### config.mk
export PLATFORM = sky130hd
export DESIGN_NAME = idsq_cell_alu
export DESIGN_NICKNAME = d
export VERILOG_FILES = /design/src/rtl/idsq_pkg.sv /design/src/rtl/idsq_cell_alu.sv
export SDC_FILE = /design/constraint.sdc
export NUM_CORES = 1
export LEC_CHECK = 0
export BUFFER_PORTS_ARGS = -buffer_cell sky130_fd_sc_hd__buf_2
export CAP_MARGIN = 15
export CORE_MARGIN = 2
export CORE_UTILIZATION = 49
export DETAILED_ROUTE_END_ITERATION = 7
export GPL_ROUTABILITY_DRIVEN = 0
export GPL_TIMING_DRIVEN = 0
export PLACE_DENSITY = 0.81
export SLEW_MARGIN = 20
export SYNTH_ARGS = -nofsm -noshare
export SYNTH_HDL_FRONTEND = slang
export SYNTH_SLANG_ARGS = --single-unit
### constraint.sdc
create_clock -name vclk -period 7.8
set_input_delay 1.56 -clock vclk [all_inputs]
set_output_delay 1.56 -clock vclk [all_outputs]
set_load 0.02 [all_outputs]
### src/rtl/idsq_pkg.sv
// ----------------------------------------------------------------------------
// idsq_pkg - shared types and constants for the influence grid core
// Item layouts, op codes, weight codes and register indexes.
// ----------------------------------------------------------------------------
package idsq_pkg;

    // default build sizes
    localparam int DEF_MAX_WIDTH  = 64;
    localparam int DEF_MAX_HEIGHT = 64;
    localparam int DEF_MAX_RADIUS = 15;

    localparam int CELL_W  = 24;          // u16.8 cell value
    localparam int SUM_W   = 29;          // weighted sum width
    localparam int SIZE_W  = 7;           // size register width
    localparam int COORD_W = 10;          // signed cell coordinate, holds -512..511

    localparam logic [CELL_W-1:0] CELL_MAX   = '1;
    localparam logic [SIZE_W-1:0] SIZE_RESET = 7'd64;

    // op codes
    localparam logic [1:0] OP_ADD   = 2'd0;
    localparam logic [1:0] OP_QUERY = 2'd1;
    localparam logic [1:0] OP_CLEAR = 2'd2;

    // kernel weight codes
    localparam logic [1:0] WT_1 = 2'd0;
    localparam logic [1:0] WT_2 = 2'd1;
    localparam logic [1:0] WT_5 = 2'd2;

    // register indexes (paddr[2])
    localparam logic REG_GRID_WIDTH  = 1'b0;
    localparam logic REG_GRID_HEIGHT = 1'b1;

    typedef struct packed {
        logic        [1:0]        op;
        logic signed [7:0]        col;
        logic signed [7:0]        row;
        logic        [3:0]        radius;
        logic signed [CELL_W-1:0] amount;
    } req_item_t;

    typedef struct packed {
        logic [SUM_W-1:0] weighted_sum;
        logic             done_res;
    } rsp_item_t;

    typedef struct packed {
        logic       query;   // 1: accumulate, 0: saturating cell update
        logic [1:0] weight;
    } alu_ctrl_t;

endpackage

### src/rtl/idsq_cell_alu.sv
// ----------------------------------------------------------------------------
// idsq_cell_alu - shared adder for cell updates and query accumulation
// Add mode: cell + amount clamped to [0, CELL_MAX].
// Query mode: acc + weight * cell.
// ----------------------------------------------------------------------------
module idsq_cell_alu (
    input  idsq_pkg::alu_ctrl_t                ctrl,
    input  logic        [idsq_pkg::CELL_W-1:0] cur_val,
    input  logic signed [idsq_pkg::CELL_W-1:0] amount,
    input  logic        [idsq_pkg::SUM_W-1:0]  acc,
    output logic        [idsq_pkg::CELL_W-1:0] new_cell,
    output logic        [idsq_pkg::SUM_W-1:0]  new_acc
);

    localparam int OPW = idsq_pkg::SUM_W + 2;
    localparam int WW  = idsq_pkg::CELL_W + 3;

    logic        [WW-1:0]  weighted;
    logic signed [OPW-1:0] opa;
    logic signed [OPW-1:0] opb;
    logic signed [OPW-1:0] sum;

    always_comb
    begin
        case (ctrl.weight)
            idsq_pkg::WT_1: weighted = WW'(cur_val);
            idsq_pkg::WT_2: weighted = WW'(cur_val) << 1;
            idsq_pkg::WT_5: weighted = (WW'(cur_val) << 2) + WW'(cur_val);
            default:        weighted = '0;
        endcase
    end

    always_comb
    begin
        if (ctrl.query)
        begin
            opa = $signed(OPW'(acc));
            opb = $signed(OPW'(weighted));
        end
        else
        begin
            opa = $signed(OPW'(cur_val));
            opb = OPW'(amount);
        end
        sum = opa + opb;
    end

    always_comb
    begin
        if (sum < 0)
        begin
            new_cell = '0;
        end
        else if (sum > $signed(OPW'(idsq_pkg::CELL_MAX)))
        begin
            new_cell = idsq_pkg::CELL_MAX;
        end
        else
        begin
            new_cell = sum[idsq_pkg::CELL_W-1:0];
        end
    end

    assign new_acc = sum[idsq_pkg::SUM_W-1:0];

endmodule

## Word-level counts from Yosys, hierarchy flattened

Index checks and enable logic that the tools add are counted.
Widths: inputs -> output; s select.

- Logic and storage cells: 12
- Output and inout port bits: 53
- Register bits after elaboration: 0
- Bits of input ports: 80

- Reductions and logical operators: 1
- Eq/ne operators: 2
- Multiplexer cells: 5
- Order comparisons: 2
- Add/sub/neg operators: 2

Operators by type and width:

| kind | count |
|---|---|
| $pmux 27 s3 | 1 |
| $mux 24 | 2 |
| $add 30x31->31 | 1 |
| $gt 31x25->1 const B | 1 |
| $lt 31x1->1 const B | 1 |
| $mux 31 | 1 |
| $mux 29 | 1 |
| $add 26x24->27 | 1 |
| $eq 2x1->1 const B | 1 |
| $eq 2x2->1 const B | 1 |
| $logic_not 2->1 | 1 |

## Depth between registers and ports, before layout

- Depth after elaboration: 7
- Mapped depth: 24
- Depth with buffers taken out: 22

## Worst setup path after synthesis

No wires, ideal clock.

- Path kind: input to output
- Start: input port cur_val[0] (netlist name)
- End: output port new_cell[10] (netlist name)
- Arrival time: 6.425 ns
- Setup slack: -0.185 ns
- Stages: 24
- Path buffers: 2
- Data required time: 6.240 ns
- Cells stage by stage: ha_1 > inv_1 > fa_1 > nor2b_1 > o21a_1 > o21a_1 > o21ai_0 > a311o_1 > o21ai_0 > a31oi_1 > xor2_1 > a221oi_1 > ha_1 > buf_6 > a211oi_1 > o21bai_1 > a21o_1 > a21oi_1 > nor3b_1 > o21ai_1 > xnor2_1 > nor4_4 > buf_6 > a21oi_2

- Word-level cells in the longest chain between the ends: 7
- Elaborated cells on any way between the ends: 9
- Those cells by class: 2 x add/sub; 2 x order compare; 5 x mux

RTL lines:

| what | line | text |
|---|---|---|
| start, declared | idsq_cell_alu.sv:8 | `input logic [idsq_pkg::CELL_W-1:0] cur_val,` |
| $add 26x24->27 | idsq_cell_alu.sv:28 | `idsq_pkg::WT_5: weighted = (WW'(cur_val) << 2) + WW'(cur_val);` |
| $pmux 27 s3 | idsq_cell_alu.sv:25 | `case (ctrl.weight)` |
| $mux 31 | idsq_cell_alu.sv:35 | `if (ctrl.query)` |
| $add 30x31->31 * | idsq_cell_alu.sv:45 | `sum = opa + opb;` |
| net new_acc, one bit | idsq_cell_alu.sv:12 | `output logic [idsq_pkg::SUM_W-1:0] new_acc` |
| $gt 31x25->1 | idsq_cell_alu.sv:54 | `else if (sum > $signed(OPW'(idsq_pkg::CELL_MAX)))` |
| $mux 24 | idsq_cell_alu.sv:54 |  |
| $mux 24 * | idsq_cell_alu.sv:50 | `if (sum < 0)` |
| end, declared | idsq_cell_alu.sv:11 | `output logic [idsq_pkg::CELL_W-1:0] new_cell,` |

The timed path passes the listed nets; every way through them passes the cells marked *.

## Worst setup path in the final report

- Start: input port cur_val[2] (netlist name)
- End: output port new_cell[14] (netlist name)

- Word-level cells in the longest chain between the ends: 7
- Elaborated cells on any way between the ends: 9
- Those cells by class: 2 x add/sub; 2 x order compare; 5 x mux

RTL lines:

| what | line |
|---|---|
| $add 26x24->27 | idsq_cell_alu.sv:28 |
| $pmux 27 s3 | idsq_cell_alu.sv:25 |
| $mux 31 | idsq_cell_alu.sv:35 |
| $add 30x31->31 * | idsq_cell_alu.sv:45 |
| $gt 31x25->1 | idsq_cell_alu.sv:54 |
| $mux 24 | idsq_cell_alu.sv:54 |
| $mux 24 * | idsq_cell_alu.sv:50 |

Every way passes the cells marked *; elsewhere a longest branch is shown, timed or not.

==> impl_metrics.py <==
metrics = {
    "sta": {
        "whs_ns": 3.60,
        "relSlewSlack_pct": 58.0,
        "setup-violations-final": 24,
        "min_period_over_period_pct": 103,
        "period_minus_slack_ns": 8.01,
        "rsz0062_at_grt": "true",
        "timing_hold_violations_final": 0,
        "fmax_mhz": 125,
        "worstMarginPinSlew_ns": 0.630,
        "slew_viol_final": 0,
        "layout_setup_ws_ns": -0.209,
    },
    "floorplan": {
        "io_pins": 133,
        "die_w_um": 94.7,
        "fp.dieArea_sq_um": 8960,
        "fp.coreArea_sq_um": 8090,
        "rows": 33,
        "initial_utilization_pct": 49.8,
        "die_y_um": 94.7,
    },
    "route": {
        "vias_per_cell": 6.34,
        "wl_per_cell_um": 18.3,
        "dr.pass1.iters": 5,
        "detail-route-antenna-nets": 0,
        "wl_um": 15700,
        "drtIter0Drc": 412,
        "num_vias": 5449,
        "drc": 0,
    },
    "synth": {
        "ys_warn_count": 0,
        "synth_nets": 708,
        "syn_inst": 576,
        "syn_area_per_cell_sq_um": 6.99,
        "ys_types": 67,
        "ys_seq_area_share_pct": 0,
        "synthesis.area_sq_um": 4030,
    },
    "cells_and_area": {
        "final_common_cell": "buf_2",
        "syn_to_final_growth_pct": 41.0,
        "clock_buffers": 0,
        "final_nets": 888,
        "n_fill_cell": 648,
        "antenna_cells": 0,
        "final_cell_mix": "buf_2, buf_4, a21oi_1",
        "drive_gt1_share_pct": 41.1,
        "seq_cell_count": 0,
        "postLayoutCellArea_sq_um": 5680,
        "stdcell_count": 859,
        "ff_latch_area_sq_um": 0,
    },
    "grt": {
        "grt_usage_pct": 32.1,
        "overflow": 0,
        "grt_pass1_wl_um": 23400,
        "grt_start_max_net_pins": 11,
        "grt_antenna_before_repair": 0,
        "grt_pass1_vias": 4939,
    },
    "critical_path": {
        "worst-path-max-fanout": 10,
        "start_kind": "input port",
        "end_kind": "output pin",
        "critical_path_arrival_ns": 6.45,
        "critPathKind": "in2out",
        "cp.required_ns": 6.24,
    },
    "power": {
        "p_per_area_nw_per_um2": 133,
        "leakagePower_nw": 2.66,
        "ir_worst_vdd_v": 0.000107,
    },
    "placement": {
        "hpwl_um": 11200,
        "portBuffers": 132,
        "placed_cell_area_sq_um": 4830,
        "dp.cells": 813,
    },
    "job": {
        "max_cap_viol_count": 0,
    },
    "min_path": {
        "hold_depth": 4,
        "hold_start": "ctrl[2]",
        "min_to": "new_acc[28]",
        "hp-class": "in2out",
    },
    "clock_tree": {
        "cts_hold_buf": 0,
    },
    "outcome": {
        "violations": "setup timing",
        "outcome": "finished, violations left",
    },
}
[timing repair]
action	CTS	global route
endpoints found under the hold margin	0	0
gates resized for setup	73	57
setup buffers	34	15
setup endpoints to repair	34	28
pin swaps	43	29
gates cloned	1	0
[metrics by stage]
stage | setup TNS [ns] | total power [mW] | utilization (%) | worst slack [ns]
CTS | -0.819 | 0.683 | 66.2 | -0.0493
floorplan | 0 | 0.449 | - | 0.0202
finish | -4.59 | 0.755 | 70.2 | -0.209
global placement | -22.67 | 0.601 | 59.7 | -0.967
detailed placement | -30.37 | 0.614 | 59.7 | -1.25
global route | -10.34 | 0.810 | 70.2 | -0.441
[how the worst max path moves through the flow]
stage | start | end | depth (start not counted)
6_report | cur_val[2] | new_cell[14] | 27
3_5_place_dp | cur_val[2] | new_cell[7] | 21
5_1_grt | cur_val[2] | new_cell[4] | 26
2_1_floorplan | cur_val[0] | new_cell[10] | 24
3_3_place_gp | cur_val[2] | new_cell[11] | 21
4_1_cts | cur_val[2] | new_cell[13] | 27
[report_power, final]
part / total, mW / switching (mW) / internal, mW
Clock: 0 / 0 / 0
Sequential: 0 / 0 / 0
Combinational: 0.755 / 0.439 / 0.316
[Yosys cell counts (all sizes together), types with 3 or more instances]
library cell  number  area share [%]
a21oi             83              12
ha                50              16
inv               46             4.3
nor2              46             4.3
o21ai             45             5.7
nand2             31             2.9
mux2              25             7.0
xnor2             21             4.6
a21o              18             3.4
xor2              18             3.9
clkbuf            14             1.3
nand3             14             1.7
nor2b             14             2.4
nor3              12             1.5
o21a              12             2.3
a211oi            11             2.7
a31oi             10             1.6
o21bai            10             1.9
or2                8             1.2
buf                6             1.1
mux2i              6             1.5
nand2b             6            0.93
and2               5            0.81
a21boi             4            0.84
and3               4            0.62
nand4              4            0.62
o211ai             4            0.75
a211o              3            0.65
a221oi             3            0.65
o22ai              3            0.47
o31ai              3            0.90
[per-layer routing]
metal,vias to the layer above,track usage (%),part of all wire [%]
li1,2482,-,-
met1,2557,39.5,39
met2,347,57.3,48
met3,63,2.95,9.5
met4,0,12.7,3.8
met5,-,0,0
[critical path: stages]
cell	delay [ns]
buf_8	0.10
ha_4	0.14
inv_2	0.03
fa_2	0.34
nor2b_2	0.14
o21a_1	0.15
o21a_1	0.18
o21ai_2	0.09
a311o_1	0.38
o21ai_2	0.18
a31oi_2	0.14
xor2_1	0.19
a221oi_2	0.29
ha_1	0.31
buf_6	0.14
a211oi_2	0.24
o21bai_1	0.11
a21o_1	0.21
a21oi_4	0.17
o21ai_0	0.12
a221oi_2	0.37
nand4b_4	0.15
nor4_4	0.17
buf_6	0.17
buf_12	0.15
a21oi_2	0.06
buf_4	0.17
[final cells by class]
cell class	count	area (sq um)	area share, %
buffer	21	113	1.98
timing repair buffer	179	1140	20.1
inverter	46	173	3.04
tap	105	131	2.31
multi-input combinational	508	4120	72.6
[kinds of logic after synthesis]
group	share of synthesized area, %
AOI/OAI and AO/OA	39.9
muxes	8.48
xor gates and xnor gates	8.48
and+or+nand+nor	19.4
buffers and inverters	7.15
adders and majority gates	16.5
No activity file was read; power rests on OpenSTA's default activity.
