<file path="config.mk">
export PLATFORM = sky130hd
export DESIGN_NAME = idsq_seq
export DESIGN_NICKNAME = d
export VERILOG_FILES = /design/src/rtl/idsq_pkg.sv /design/src/rtl/idsq_seq.sv
export SDC_FILE = /design/constraint.sdc
export NUM_CORES = 1
export LEC_CHECK = 0
export BUFFER_PORTS_ARGS = -buffer_cell sky130_fd_sc_hd__buf_4
export CORE_MARGIN = 2
export CORE_UTILIZATION = 57
export CTS_CLUSTER_DIAMETER = 120
export DETAILED_ROUTE_END_ITERATION = 12
export GPL_TIMING_DRIVEN = 0
export HOLD_SLACK_MARGIN = 0.12
export PLACE_DENSITY_LB_ADDON = 0.15
export SYNTH_ARGS = -nofsm -noshare
export SYNTH_HDL_FRONTEND = slang
export SYNTH_SLANG_ARGS = --single-unit
</file>
<file path="constraint.sdc">
create_clock -name clk -period 4.6 [get_ports clk]
set_input_delay 0.23 -clock clk [delete_from_list [all_inputs] [get_ports clk]]
set_output_delay 0.23 -clock clk [all_outputs]
set_load 0.1 [all_outputs]
</file>
<file path="src/rtl/idsq_pkg.sv">
// ----------------------------------------------------------------------------
// idsq_pkg - shared types and constants for the influence grid core
// Item layouts, op codes, weight codes and register indexes.
// ----------------------------------------------------------------------------
package idsq_pkg;

    // default build sizes
    localparam int DEF_MAX_WIDTH  = 64;
    localparam int DEF_MAX_HEIGHT = 64;
    localparam int DEF_MAX_RADIUS = 15;

    localparam int CELL_W  = 24;          // u16.8 cell value
    localparam int SUM_W   = 29;          // weighted sum width
    localparam int SIZE_W  = 7;           // size register width
    localparam int COORD_W = 10;          // signed cell coordinate, holds -512..511

    localparam logic [CELL_W-1:0] CELL_MAX   = '1;
    localparam logic [SIZE_W-1:0] SIZE_RESET = 7'd64;

    // op codes
    localparam logic [1:0] OP_ADD   = 2'd0;
    localparam logic [1:0] OP_QUERY = 2'd1;
    localparam logic [1:0] OP_CLEAR = 2'd2;

    // kernel weight codes
    localparam logic [1:0] WT_1 = 2'd0;
    localparam logic [1:0] WT_2 = 2'd1;
    localparam logic [1:0] WT_5 = 2'd2;

    // register indexes (paddr[2])
    localparam logic REG_GRID_WIDTH  = 1'b0;
    localparam logic REG_GRID_HEIGHT = 1'b1;

    typedef struct packed {
        logic        [1:0]        op;
        logic signed [7:0]        col;
        logic signed [7:0]        row;
        logic        [3:0]        radius;
        logic signed [CELL_W-1:0] amount;
    } req_item_t;

    typedef struct packed {
        logic [SUM_W-1:0] weighted_sum;
        logic             done_res;
    } rsp_item_t;

    typedef struct packed {
        logic       query;   // 1: accumulate, 0: saturating cell update
        logic [1:0] weight;
    } alu_ctrl_t;

endpackage

</file>
<file path="src/rtl/idsq_seq.sv">
// ----------------------------------------------------------------------------
// idsq_seq - scan sequencer
// Walks the disc or 3x3 window one cell a cycle, read then write next cycle;
// also runs the clear sweep.
// ----------------------------------------------------------------------------
module idsq_seq #(
    parameter int MAX_WIDTH  = idsq_pkg::DEF_MAX_WIDTH,
    parameter int MAX_HEIGHT = idsq_pkg::DEF_MAX_HEIGHT,
    parameter int MAX_RADIUS = idsq_pkg::DEF_MAX_RADIUS
) (
    input  logic                                   clk,
    input  logic                                   rst_n,
    input  logic                                   start,
    input  idsq_pkg::req_item_t                    item,
    input  logic [idsq_pkg::SIZE_W-1:0]            grid_width,
    input  logic [idsq_pkg::SIZE_W-1:0]            grid_height,
    input  logic                                   res_free,
    output logic                                   busy,
    output logic                                   finish,
    output logic [idsq_pkg::SUM_W-1:0]             sum,
    output logic                                   mem_we,
    output logic [$clog2(MAX_WIDTH*MAX_HEIGHT)-1:0] mem_waddr,
    output logic [idsq_pkg::CELL_W-1:0]            mem_wdata,
    output logic [$clog2(MAX_WIDTH*MAX_HEIGHT)-1:0] mem_raddr,
    output idsq_pkg::alu_ctrl_t                    alu_ctrl,
    output logic signed [idsq_pkg::CELL_W-1:0]     alu_amount,
    output logic [idsq_pkg::SUM_W-1:0]             alu_acc,
    input  logic [idsq_pkg::CELL_W-1:0]            alu_new_cell,
    input  logic [idsq_pkg::SUM_W-1:0]             alu_new_acc
);

    localparam int DEPTH = MAX_WIDTH * MAX_HEIGHT;
    localparam int AW    = $clog2(DEPTH);
    localparam int RW    = $clog2(MAX_RADIUS + 1);
    localparam int OW    = RW + 1;
    localparam int SQW   = 2 * RW + 1;
    localparam int CW    = idsq_pkg::COORD_W;

    localparam logic [2:0] S_CLEAR = 3'd0;
    localparam logic [2:0] S_IDLE  = 3'd1;
    localparam logic [2:0] S_SETUP = 3'd2;
    localparam logic [2:0] S_SCAN  = 3'd3;
    localparam logic [2:0] S_DRAIN = 3'd4;
    localparam logic [2:0] S_DONE  = 3'd5;

    logic [2:0]                     state_reg, state_next;
    logic [1:0]                     op_reg;
    logic signed [7:0]              col_reg, row_reg;
    logic signed [idsq_pkg::CELL_W-1:0] amount_reg;
    logic [RW-1:0]                  r_reg;
    logic [SQW-1:0]                 rsq_reg, isq_reg, jsq_reg;
    logic signed [OW-1:0]           i_reg, j_reg;
    logic [AW-1:0]                  clr_cnt_reg;
    logic                           clr_op_reg;
    logic [idsq_pkg::SUM_W-1:0]     acc_reg;
    logic                           p_valid_reg;
    logic [AW-1:0]                  p_addr_reg;
    logic [1:0]                     p_weight_reg;

    logic [CW-2:0]                  w_eff, h_eff;
    logic signed [CW-1:0]           x_c, y_c, cx_c, cy_c;
    logic                           x_in, y_in, center_in;
    logic [SQW-1:0]                 dsq;
    logic                           hit, is_query;
    logic [1:0]                     weight;
    logic signed [OW-1:0]           r_s;
    logic                           j_last, i_last, clr_last;
    logic [SQW-1:0]                 rsq_mul;
    logic signed [SQW:0]            istep, jstep;
    logic [RW-1:0]                  r_start;

    // effective sizes
    assign w_eff = (32'(grid_width) > MAX_WIDTH)  ? (CW-1)'(MAX_WIDTH)  : (CW-1)'(grid_width);
    assign h_eff = (32'(grid_height) > MAX_HEIGHT) ? (CW-1)'(MAX_HEIGHT) : (CW-1)'(grid_height);

    // current cell
    assign x_c  = CW'(col_reg) + CW'(i_reg);
    assign y_c  = CW'(row_reg) + CW'(j_reg);
    assign x_in = !x_c[CW-1] && (x_c[CW-2:0] < w_eff);
    assign y_in = !y_c[CW-1] && (y_c[CW-2:0] < h_eff);
    assign cx_c = CW'(col_reg);
    assign cy_c = CW'(row_reg);
    assign center_in = !cx_c[CW-1] && (cx_c[CW-2:0] < w_eff)
                    && !cy_c[CW-1] && (cy_c[CW-2:0] < h_eff);

    assign is_query = (op_reg == idsq_pkg::OP_QUERY);
    assign dsq      = isq_reg + jsq_reg;
    assign hit      = x_in && y_in && (is_query || (dsq <= rsq_reg));

    always_comb
    begin
        if (i_reg == 0 && j_reg == 0)
        begin
            weight = idsq_pkg::WT_5;
        end
        else if (i_reg == 0 || j_reg == 0)
        begin
            weight = idsq_pkg::WT_2;
        end
        else
        begin
            weight = idsq_pkg::WT_1;
        end
    end

    assign mem_raddr = AW'(32'(y_c[CW-2:0]) * MAX_WIDTH + 32'(x_c[CW-2:0]));

    // scan step bookkeeping: (k+1)^2 = k^2 + 2k + 1
    assign r_s      = $signed({1'b0, r_reg});
    assign j_last   = (j_reg == r_s);
    assign i_last   = (i_reg == r_s);
    assign rsq_mul  = SQW'(r_reg) * SQW'(r_reg);
    assign istep    = $signed({1'b0, isq_reg}) + (SQW+1)'($signed({i_reg, 1'b1}));
    assign jstep    = $signed({1'b0, jsq_reg}) + (SQW+1)'($signed({j_reg, 1'b1}));
    assign clr_last = (clr_cnt_reg == AW'(DEPTH - 1));
    assign r_start  = (32'(item.radius) > MAX_RADIUS) ? RW'(MAX_RADIUS) : RW'(item.radius);

    always_comb
    begin
        state_next = state_reg;
        unique case (state_reg)
            S_CLEAR:
            begin
                if (clr_last)
                begin
                    state_next = clr_op_reg ? S_DONE : S_IDLE;
                end
            end
            S_IDLE:
            begin
                if (start)
                begin
                    if (item.op == idsq_pkg::OP_ADD || item.op == idsq_pkg::OP_QUERY)
                    begin
                        state_next = S_SETUP;
                    end
                    else if (item.op == idsq_pkg::OP_CLEAR)
                    begin
                        state_next = S_CLEAR;
                    end
                    else
                    begin
                        state_next = S_DONE;
                    end
                end
            end
            S_SETUP:
            begin
                state_next = (is_query && !center_in) ? S_DONE : S_SCAN;
            end
            S_SCAN:
            begin
                if (i_last && j_last)
                begin
                    state_next = S_DRAIN;
                end
            end
            S_DRAIN:
            begin
                state_next = S_DONE;
            end
            S_DONE:
            begin
                if (res_free)
                begin
                    state_next = S_IDLE;
                end
            end
            default:
            begin
                state_next = S_IDLE;
            end
        endcase
    end

    always_ff @(posedge clk or negedge rst_n)
    begin
        if (!rst_n)
        begin
            state_reg   <= S_CLEAR;
            clr_cnt_reg <= '0;
            clr_op_reg  <= 1'b0;
            p_valid_reg <= 1'b0;
        end
        else
        begin
            state_reg   <= state_next;
            p_valid_reg <= (state_reg == S_SCAN) && hit;
            if (state_reg == S_CLEAR)
            begin
                clr_cnt_reg <= clr_cnt_reg + 1'b1;
            end
            if (start)
            begin
                clr_cnt_reg <= '0;
                clr_op_reg  <= 1'b1;
            end
        end
    end

    // datapath, no reset
    always_ff @(posedge clk)
    begin
        if (start)
        begin
            op_reg     <= item.op;
            col_reg    <= item.col;
            row_reg    <= item.row;
            amount_reg <= item.amount;
            r_reg      <= (item.op == idsq_pkg::OP_QUERY) ? RW'(1) : r_start;
            acc_reg    <= '0;
        end
        if (state_reg == S_SETUP)
        begin
            rsq_reg <= rsq_mul;
            isq_reg <= rsq_mul;
            jsq_reg <= rsq_mul;
            i_reg   <= -r_s;
            j_reg   <= -r_s;
        end
        if (state_reg == S_SCAN)
        begin
            p_addr_reg   <= mem_raddr;
            p_weight_reg <= weight;
            if (j_last)
            begin
                j_reg   <= -r_s;
                jsq_reg <= rsq_reg;
                i_reg   <= i_reg + 1'b1;
                isq_reg <= istep[SQW-1:0];
            end
            else
            begin
                j_reg   <= j_reg + 1'b1;
                jsq_reg <= jstep[SQW-1:0];
            end
        end
        if (p_valid_reg && is_query)
        begin
            acc_reg <= alu_new_acc;
        end
    end

    // write port: clear sweep or second half of a cell update
    always_comb
    begin
        if (state_reg == S_CLEAR)
        begin
            mem_we    = 1'b1;
            mem_waddr = clr_cnt_reg;
            mem_wdata = '0;
        end
        else
        begin
            mem_we    = p_valid_reg && !is_query;
            mem_waddr = p_addr_reg;
            mem_wdata = alu_new_cell;
        end
    end

    assign alu_ctrl.query  = is_query;
    assign alu_ctrl.weight = p_weight_reg;
    assign alu_amount      = amount_reg;
    assign alu_acc         = acc_reg;

    assign busy   = (state_reg != S_IDLE);
    assign finish = (state_reg == S_DONE) && res_free;
    assign sum    = acc_reg;

    // checks
    a_start_idle: assert property (@(posedge clk) disable iff (!rst_n)
        start |-> state_reg == S_IDLE)
        else $error("start outside idle");

    a_finish_idle: assert property (@(posedge clk) disable iff (!rst_n)
        finish |=> state_reg == S_IDLE)
        else $error("finish did not return to idle");

    a_stage_from_scan: assert property (@(posedge clk) disable iff (!rst_n)
        p_valid_reg |-> $past(state_reg == S_SCAN))
        else $error("update stage loaded outside scan");

    a_clear_writes_zero: assert property (@(posedge clk) disable iff (!rst_n)
        (state_reg == S_CLEAR) |-> (mem_we && mem_wdata == '0 && !p_valid_reg))
        else $error("clear sweep write wrong");

    a_write_source: assert property (@(posedge clk) disable iff (!rst_n)
        mem_we |-> (state_reg == S_CLEAR) || (p_valid_reg && !is_query))
        else $error("unexpected grid write");

endmodule

</file>
==> Word level (Yosys, flattened, before mapping) <==
Cells that the tools add are included.
{ "totals": {"wordCells": 113, "output_inout_bits": 136, "reg_bits": 142, "inputBits": 117} }
{ "classes": {"n_reduce_logical": 31, "n_lt_le_gt_ge": 7, "n_eq_ne": 16, "n_addsub": 10, "n_mux": 31, "multipliers": 1} }
{ "op_table": {"columns": ["op", "n"], "rows": [
  ["32-bit zero test", 2],
  ["29-bit two-way mux", 2],
  ["9-bit two-way mux", 6],
  ["9-bit by 7-bit < comparator with 1-bit output", 4],
  ["12-bit two-way mux", 3],
  ["5-bit two-way mux", 6],
  ["24-bit two-way mux", 1],
  ["3-bit two-way mux", 8],
  ["8-bit by 5-bit adder with 9-bit output", 2],
  ["9-bit by 6-bit adder with 9-bit output", 2],
  ["3-bit one-hot mux with 6 select lines", 1],
  ["7-bit > comparator (second input constant)", 2],
  ["1-bit logical AND", 14],
  ["7-bit two-way mux", 2],
  ["12-bit by 1-bit adder with 12-bit output (second input constant)", 1],
  ["12-bit by 9-bit adder with 12-bit output", 1],
  ["12-bit equality test (second input constant)", 1],
  ["5-bit by 1-bit adder with 5-bit output (second input constant)", 2],
  ["5-bit equality test", 2],
  ["9-bit adder", 1],
  ["9-bit by 8-bit less-or-equal comparator with 1-bit output", 1],
  ["4-bit by 4-bit multiplier with 8-bit output", 1],
  ["2-bit inequality test (second input constant)", 4],
  ["3-bit by 2-bit equality test with 1-bit output (second input constant)", 2],
  ["13 further kinds", 25]
]} }

==> Logic depth before layout (Yosys ltp) <==
Gate-level depths: netlist of the first run.
{ "logic_depth": {"ltp_word": 10, "ltp_mapped": 14, "depth_no_buf": 14} }

==> Worst setup path before layout of the first run <==
OpenSTA, ideal clock, no wires.
{ "synth_path": {"kind": "reg-to-reg", "startpoint": "register i_reg[0]", "endpoint": "register p_addr_reg[10], data pin", "n_path_buf": 0, "t_required_ns": 4.088, "period_less_slack_ns": 4.630, "stages_incl_launch_ff": 15, "setup_slack_ns": -0.030, "setup_time_ns": 0.512, "arrival_time_ns": 4.119, "path_cell_list": "dfxtp_1 -> ha_1 -> inv_1 -> fa_1 -> nor2b_1 -> o31a_1 -> o21a_1 -> nor2_1 -> xnor2_1 -> ha_1 -> inv_1 -> fa_1 -> nor2b_1 -> o21ai_0 -> xnor2_1"} }
{ "synth_via": {"elab_chain_cells": 2} }
{ "synth_rtl": {"columns": ["element", "line_no", "source"], "rows": [
  ["start, declared", "idsq_seq.sv:52", "logic signed [OW-1:0] i_reg, j_reg;"],
  ["start signal, assigned", "idsq_seq.sv:218", "i_reg <= -r_s;"],
  ["start signal, assigned", "idsq_seq.sv:229", "i_reg <= i_reg + 1'b1;"],
  ["8-bit by 5-bit adder with 9-bit output", "idsq_seq.sv:77", "assign x_c = CW'(col_reg) + CW'(i_reg);"],
  ["12-bit by 9-bit adder with 12-bit output", "idsq_seq.sv:106", "assign mem_raddr = AW'(32'(y_c[CW-2:0]) * MAX_WIDTH + 32'(x_c[CW-2:0]));"],
  ["net mem_raddr[10]", "idsq_seq.sv:24", "output logic [$clog2(MAX_WIDTH*MAX_HEIGHT)-1:0] mem_raddr,"],
  ["end signal, assigned", "idsq_seq.sv:223", "p_addr_reg <= mem_raddr;"],
  ["end, declared", "idsq_seq.sv:57", "logic [AW-1:0] p_addr_reg;"]
]} }
The timed path passes the listed nets, and every way through them passes these cells.
A chain may end at the register's enable or synchronous reset.

==> Worst setup path after layout of the first run <==
{ "layout_path": {"startpoint": "register i_reg[0]", "endpoint": "output mem_raddr[10]"} }
{ "layout_via": {"elab_chain_cells": 2} }
{ "layout_rtl": {"columns": ["element", "line_no"], "rows": [
  ["8-bit by 5-bit adder with 9-bit output", "idsq_seq.sv:77"],
  ["12-bit by 9-bit adder with 12-bit output", "idsq_seq.sv:106"],
  ["end, declared", "idsq_seq.sv:24"]
]} }
Every way passes these cells.

==> Flow_metrics.wiki, run 1 <==
{| class="wikitable"
! Metric !! Value
|-
| Kind of cell adding the most delay to the critical path || adder cells
|-
| Peak ir drop on the vdd network || between 1 and 1.5 mV
|-
| Total number of nets in the final design || 1364
|-
| Average wire per standard cell || between 15 and 20 um
|-
| Critical path startpoint category || register
|-
| Drc violations || 0
|-
| Register-to-register setup slack || 0.93 ns
|-
| Clk root buf || sky130_fd_sc_hd__clkbuf_16
|-
| Proportion of netlist area held by the largest area contributor || between 30% and 40%
|-
| Total power divided by cell area || around 760 nW/um^2
|-
| Remaining global-route overflow || 0
|-
| Finished Cell Area || between 10000 and 15000 um^2
|-
| Number of instances in the synthesized netlist || ~800
|-
| Headroom to the max-slew limit || around a quarter
|-
| Relative area change from synthesis to final layout || 39.4%
|-
| Data arrival, critical path || ~4.1 ns
|-
| Die area || roughly 16000 um^2
|-
| Crit path max fanout || 8
|-
| Detail Route Antenna Nets || 0
|-
| Buffer and inverter count on the worst path || 3
|-
| Predominant post-synthesis flop cell || sky130_fd_sc_hd__edfxtp_1
|-
| Part of the cycle the worst path needs || a little over nine tenths
|-
| Largest register FFs || 29
|-
| Number of nets in the synthesized netlist || 1024
|-
| Critical path type || register to output pin
|-
| Setup-failing EPs final || 0
|-
| Number of buffers on the longest clock path || 2
|-
| Layout cell share with drive strength beyond 1 || approximately 29%
|-
| Tightest Pin Transition || 1.14 ns
|-
| Initial drt markers || ~600
|-
| Clock skew || approximately 0.0094 ns
|-
| Io pins || 253
|-
| Clock latency on the worst-skew pair || around 0.43 ns
|-
| # Max-Cap Violations || 0
|-
| Initial cell density of the core || 57.7%
|-
| Post-detailed-route via-to-cell ratio || about 5.7
|-
| RSZ-0062 raised after global routing || no
|-
| DR vias || roughly 7700
|-
| Site row count || between 40 and 50
|-
| Fraction of the yosys area taken by sequential cells || a little under half
|-
| Post-route worst setup slack || 0.234 ns
|-
| Post-detailed-routing wire length || 26500 um
|-
| Synthesis Warnings || 0
|-
| Worst hold path type || input port to register
|-
| Post-route minimum period || approximately 4.4 ns
|-
| Flip-flop and latch count after synthesis || between 100 and 150
|-
| PnR Total Power || a little over 9 mW
|-
| Die Ht || around 130 um
|-
| N_diodes || 0
|-
| Dominant cell type by area after synthesis || sky130_fd_sc_hd__edfxtp_1
|-
| Leakage power figure || approximately 5.5 nW
|-
| Slowest stage delay, CP || 0.52 ns
|-
| Kind of end point of the critical path || output pin
|-
| Placed Area || approximately 11000 um^2
|-
| Number of global-route vias before repair || between 7000 and 8000
|-
| Global-route wire length before repair || just over 40000 um
|-
| Data required time at the worst endpoint || about 4.4 ns
|-
| Max-slew violation count || 0
|-
| FFs w/ async S/R, synth || roughly an eighth
|-
| Number of distinct library cells after synthesis || 66
|-
| Total Neg Setup Slack || 0 ns
|-
| Combined area of all synthesized cells || just under 9000 um^2
|-
| Clock sinks || roughly 140
|-
| TritonCTS Buffers || 17
|-
| Count of flip-flops with a built-in enable after synthesis || 110
|-
| Antenna violations before repair || 1
|-
| Worst slack after detailed placement || approximately 0.9 ns
|-
| Critical path, cell by cell || ha_1 -> inv_1 -> fa_1 -> nor2b_1 -> o31a_1 -> o21a_1 -> nor2_1 -> xnor2_1 -> ha_1 -> inv_1 -> fa_1 -> nor2b_1 -> o21ai_0 -> xnor2_2 -> buf_4
|-
| TritonCTS clock tree || done
|-
| H-tree level count || 4
|-
| Final Hold Violating Endpoints || 0
|-
| Pin count of the biggest net entering global routing || 53
|-
| Count of input and output buffers || approximately 250
|-
| Total routing usage reported by global routing || between 30% and 40%
|-
| Main area contributors after synthesis || sky130_fd_sc_hd__edfxtp_1, sky130_fd_sc_hd__ha_1, sky130_fd_sc_hd__dfrtp_1
|-
| Post-Synthesis Mean Instance Area || about 11 um^2
|-
| Slowest CP cell || sky130_fd_sc_hd__dfxtp_1
|-
| DR pass1 iterations || 7
|-
| Achievable frequency || between 200 and 250 MHz
|-
| Core region area || roughly 15000 um^2
|-
| Detailed placer's ending HPWL || ~18000 um
|-
| Routability Congestion || between 0.8 and 0.9
|-
| Outcome || finished clean
|-
| CTS clock-pin slew for the worst setup and hold paths || roughly 0.07 ns
|-
| Width of the die || 127 um
|}
## cell usage after synthesis, types with 26 or more instances
master                     count
sky130_fd_sc_hd__a21oi_1      36
sky130_fd_sc_hd__o21ai_0      29
sky130_fd_sc_hd__buf_4        30
sky130_fd_sc_hd__nand2_1      54
sky130_fd_sc_hd__nor2b_1      35
sky130_fd_sc_hd__edfxtp_1    110
sky130_fd_sc_hd__nor2_1       58
sky130_fd_sc_hd__xnor2_1      30
sky130_fd_sc_hd__xor2_1       26
sky130_fd_sc_hd__ha_1         83
sky130_fd_sc_hd__inv_1        39
sky130_fd_sc_hd__and3_1       35
## final timing paths
kind	startpoint	to	depth (start not counted)
hold reg to reg	clr_op_reg	clr_op_reg	1
min in group asynchronous	rst_n	clr_cnt_reg[5]	2
setup / recovery	i_reg[0]	mem_raddr[10]	15
setup reg to reg	i_reg[0]	p_valid_reg	12
max in group asynchronous	rst_n	clr_cnt_reg[0]	2
hold / removal	alu_new_acc[6]	alu_acc[6]	2
## power breakdown
group,internal (mW),total [mW],switching (mW)
clock network,0.856,1.42,0.565
registers,1.69,1.93,0.245
logic,1.69,5.87,4.18
## per-stage QoR
stage          util (%)  cells  hold WS (ns)
6_report           80.5   1358         0.129
5_1_grt            80.5   1358         0.133
4_1_cts            80.4   1357         0.121
3_5_place_dp       71.9   1257         0.107
3_3_place_gp       71.9   1257         0.107
2_1_floorplan         -    817       -0.0656
## final cells by class
cell class	count	area (um^2)
Buffer	54	318
Clock buffer	19	433
Clock inverter	13	165
Fill cell	894	2930
Inverter	40	150
Multi-Input combinational cell	582	4210
Sequential cell	141	4010
Tap cell	188	235
Timing Repair Buffer	321	2580
## cells by family (layout without fill, tap and decap cells)
family	after synthesis	count (layout)	share of synthesized area, %
XOR/XNOR	56	56	5.65
AO/OA/AOI/OAI	151	151	11.4
flip-flops	141	141	46.2
adder cells (fa/ha/maj)	90	90	13.6
AND/OR/NAND/NOR	271	271	16.1
multiplexers	14	14	1.79
buffers and inverters	94	447	5.39
## placed cells by master, fill, tap and decap left out, types with 35 or more instances in the layout
cell / count
sky130_fd_sc_hd__nor2b_1: 35
sky130_fd_sc_hd__edfxtp_1: 110
sky130_fd_sc_hd__buf_4: 282
sky130_fd_sc_hd__nor2_1: 58
sky130_fd_sc_hd__nand2_1: 54
sky130_fd_sc_hd__dlygate4sd3_1: 69
sky130_fd_sc_hd__inv_1: 39
sky130_fd_sc_hd__ha_1: 83
sky130_fd_sc_hd__a21oi_1: 36
sky130_fd_sc_hd__and3_1: 35
## per-layer routing
layer  share of wire, %  vias up  global-route usage [%]
li1                   -     3622                       -
met1                 38     3651                    37.2
met2                 50      368                    57.0
met3                8.1       74                    8.38
met4                4.4        0                    15.5
met5                  0        -                       0
## worst reg2reg max path, cell delays in order (launching register included)
cell	delay, ns
sky130_fd_sc_hd__dfxtp_1	0.52
sky130_fd_sc_hd__ha_1	0.24
sky130_fd_sc_hd__inv_1	0.06
sky130_fd_sc_hd__fa_1	0.43
sky130_fd_sc_hd__nor2b_1	0.19
sky130_fd_sc_hd__o21ai_0	0.10
sky130_fd_sc_hd__a21oi_1	0.40
sky130_fd_sc_hd__ha_1	0.35
sky130_fd_sc_hd__a21oi_1	0.17
sky130_fd_sc_hd__o21ai_0	0.15
sky130_fd_sc_hd__and3_1	0.22
sky130_fd_sc_hd__or4_1	0.52
sky130_fd_sc_hd__a2111oi_2	0.21
## what timing repair did
item	in CTS	in global routing
buffers inserted	0	0
gates resized for setup	0	0
hold endpoints to repair	84	1
hold buffers	68	1
No activity file was read; power rests on OpenSTA's default activity.
==> inputs of run 2 (changes only) <==
BUFFER_PORTS_ARGS = default   (was -buffer_cell sky130_fd_sc_hd__buf_4)
CORE_UTILIZATION = 65   (was 57)
DONT_BUFFER_PORTS = 1   (was default)
==> run 2 against run 1 <==
  * The flow now finishes with violations (DRC)
  * Critical path type unchanged
  * Critical path depth fell by 2
  * Core utilization rose by 0.93 points
  * Global-route usage rose by 3.6 points
  * Count of clock-buffer cells in the layout rose by 3
==> Flow_metrics.wiki, run 2 (synthesis gave the netlist of run 1 again) <==
{| class="wikitable"
! Metric !! Value
|-
| Initial drt markers || 609 (+1.8%)
|-
| Post-route minimum period || 4.36 ns (-0.00931 ns)
|-
| Average wire per standard cell || 23.0 um (+18%)
|-
| Remaining global-route overflow || 0 (unchanged)
|-
| Clock sinks || 141 (unchanged)
|-
| Register-to-register setup slack || 0.60 ns (-0.33 ns)
|-
| Crit path max fanout || 6 (-2)
|-
| Setup-failing EPs final || 0 (unchanged)
|-
| Achievable frequency || 230 MHz (+0.21%)
|-
| Slowest CP cell || sky130_fd_sc_hd__xnor2_4
|-
| Kind of end point of the critical path || output pin
|-
| Clock latency on the worst-skew pair || 0.43 ns (about the same)
|-
| Commonest cells after routing, fill and taps aside || sky130_fd_sc_hd__edfxtp_1, sky130_fd_sc_hd__ha_1, sky130_fd_sc_hd__dlygate4sd3_1, sky130_fd_sc_hd__nor2_1, sky130_fd_sc_hd__nand2_1
|-
| Io pins || 253 (unchanged)
|-
| Total number of nets in the final design || 1135 (-17%)
|-
| Max-slew violation count || 0 (unchanged)
|-
| Tightest Pin Transition || 1.13 ns (-0.00394 ns)
|-
| DR vias || 7119 (-7.7%)
|-
| Headroom to the max-slew limit || 24.5% (+0.26 points)
|-
| Detailed placer's ending HPWL || 17200 um (-3.9%)
|-
| Number of global-route vias before repair || 7232 (-7.1%)
|-
| Global-route wire length before repair || 39100 um (-4.0%)
|-
| Initial cell density of the core || 66.1% (+8.3 points)
|-
| Worst slack after detailed placement || 0.0739 ns (-0.828 ns)
|-
| Relative area change from synthesis to final layout || 23.3%
|-
| Post-CTS Repair Setup Buffers || 0 (unchanged)
|-
| Critical path type || register to output pin
|-
| Data arrival, critical path || 4.13 ns (about the same)
|-
| Part of the cycle the worst path needs || 94.7% (-0.20 points)
|-
| DR pass1 iterations || 12 (+5)
|-
| Detail Route Antenna Nets || 0 (unchanged)
|-
| Outcome || complete, but fails checks
|-
| Worst hold path type || input port to register
|-
| Die Ht || 120 um (-6.2%)
|-
| Total routing usage reported by global routing || 36.2% (+3.6 points)
|-
| TritonCTS Buffers || 17 (unchanged)
|-
| Layout cell share with drive strength beyond 1 || 13.7% (-15 points)
|-
| Post-detailed-routing wire length || 25700 um (-2.8%)
|-
| Clk root buf || sky130_fd_sc_hd__clkbuf_16
|-
| Pin count of the biggest net entering global routing || 50 (-5.7%)
|-
| # Max-Cap Violations || 0 (unchanged)
|-
| Buffer and inverter count on the worst path || 2 (-1)
|-
| Routability Congestion || 0.957 (+10%)
|-
| Drc violations || 1 (+1)
|-
| Commonest non-fill, non-tap cell in the layout || sky130_fd_sc_hd__edfxtp_1
|-
| Critical path startpoint category || register
|-
| Kind of cell adding the most delay to the critical path || adder cells
|-
| Largest register FFs || 29 (unchanged)
|-
| Core region area || 13100 um^2 (-13%)
|-
| Width of the die || 120 um (-6.2%)
|-
| CTS clock-pin slew for the worst setup and hold paths || 0.06 ns (about the same)
|-
| Clock skew || 0.00940 ns (-0.0000234 ns)
|-
| RSZ-0062 raised after global routing || no
|-
| Antenna violations before repair || 0 (-1)
|-
| Data required time at the worst endpoint || 4.37 ns (about the same)
|-
| TritonCTS clock tree || done
|-
| Post-route worst setup slack || 0.243 ns (+0.00931 ns)
|-
| N_diodes || 0 (unchanged)
|-
| H-tree level count || 4 (unchanged)
|-
| Final Hold Violating Endpoints || 0 (unchanged)
|-
| Slowest stage delay, CP || 0.69 ns (+0.17 ns)
|-
| Post-detailed-route via-to-cell ratio || 6.37 (+12%)
|-
| Critical path, cell by cell || inv_1 -> fa_1 -> nor2b_1 -> o31a_1 -> o21a_1 -> nor2_1 -> xnor2_2 -> ha_1 -> inv_1 -> fa_1 -> nor2b_1 -> o21ai_1 -> xnor2_4
|-
| Count of input and output buffers || 0 (-100%)
|-
| Violated checks || DRC
|-
| Number of buffers on the longest clock path || 2 (unchanged)
|-
| Site row count || 42 (-6.7%)
|-
| Die area || 14300 um^2 (-12%)
|-
| FILL cells || 743 (-17%)
|}
-- run 2: final cells by class --
class                           instances  area (um^2)  share of cell area, %
Multi-Input combinational cell        582         4340                   40.6
Clock buffer                           22          474                   4.43
Tap cell                              176          220                   2.06
Timing Repair Buffer                   92         1030                   9.59
Sequential cell                       141         4010                   37.5
Inverter                               40          150                   1.40
Clock inverter                         10          161                   1.51
Buffer                                 54          318                   2.97
-- run 2: final timing paths --
path,to,startpoint,cells past startpoint
setup / recovery,mem_raddr[10],i_reg[1],13
hold / removal,state_reg[1],item[45],2
setup reg to reg,p_addr_reg[10],i_reg[1],13
hold reg to reg,clr_op_reg,clr_op_reg,1
max in group asynchronous,clr_op_reg,rst_n,1
min in group asynchronous,clr_cnt_reg[8],rst_n,1
-- run 2: worst register-to-register path: stages, from the launching register on --
cell	delay (ns)
sky130_fd_sc_hd__dfxtp_1	0.51
sky130_fd_sc_hd__inv_1	0.17
sky130_fd_sc_hd__fa_1	0.48
sky130_fd_sc_hd__nor2b_1	0.21
sky130_fd_sc_hd__o31a_1	0.23
sky130_fd_sc_hd__o21a_1	0.15
sky130_fd_sc_hd__nor2_1	0.07
sky130_fd_sc_hd__xnor2_2	0.21
sky130_fd_sc_hd__ha_1	0.20
sky130_fd_sc_hd__inv_1	0.05
sky130_fd_sc_hd__fa_1	0.43
sky130_fd_sc_hd__nor2b_1	0.14
sky130_fd_sc_hd__o21ai_1	0.15
sky130_fd_sc_hd__xnor2_4	0.69
-- run 2: stage by stage --
stage / instance area [um^2] / hold WS, ns / TNS, ns / utilization [%] / std cells
5_1_grt: 10700 / 0.148 / 0 / 81.4 / 1117
2_1_floorplan: 8690 / -0.0656 / 0 / - / 817
3_5_place_dp: 9250 / -0.0648 / 0 / 70.4 / 1007
6_report: 10700 / 0.130 / 0 / 81.4 / 1117
3_3_place_gp: 8910 / -0.0647 / -0.971 / 67.8 / 993
4_1_cts: 10700 / 0.129 / 0 / 81.4 / 1117
-- run 2: what timing repair did --
action	4_1_cts	5_1_grt
hold buffers	78	0
endpoints found under the hold margin	143	0
pin swaps	1	1
resized for setup	2	3
setup endpoints to repair	1	1
-- run 2: layer usage --
layer,GRT usage [%],wire [um]
met1,41.0,9170
met2,63.3,13000
met3,9.79,2400
met4,17.4,1180
met5,0,0
Power of run 2 is not shown: default switching activity piles up to over one toggle a cycle in this logic, so the estimate is an artifact.
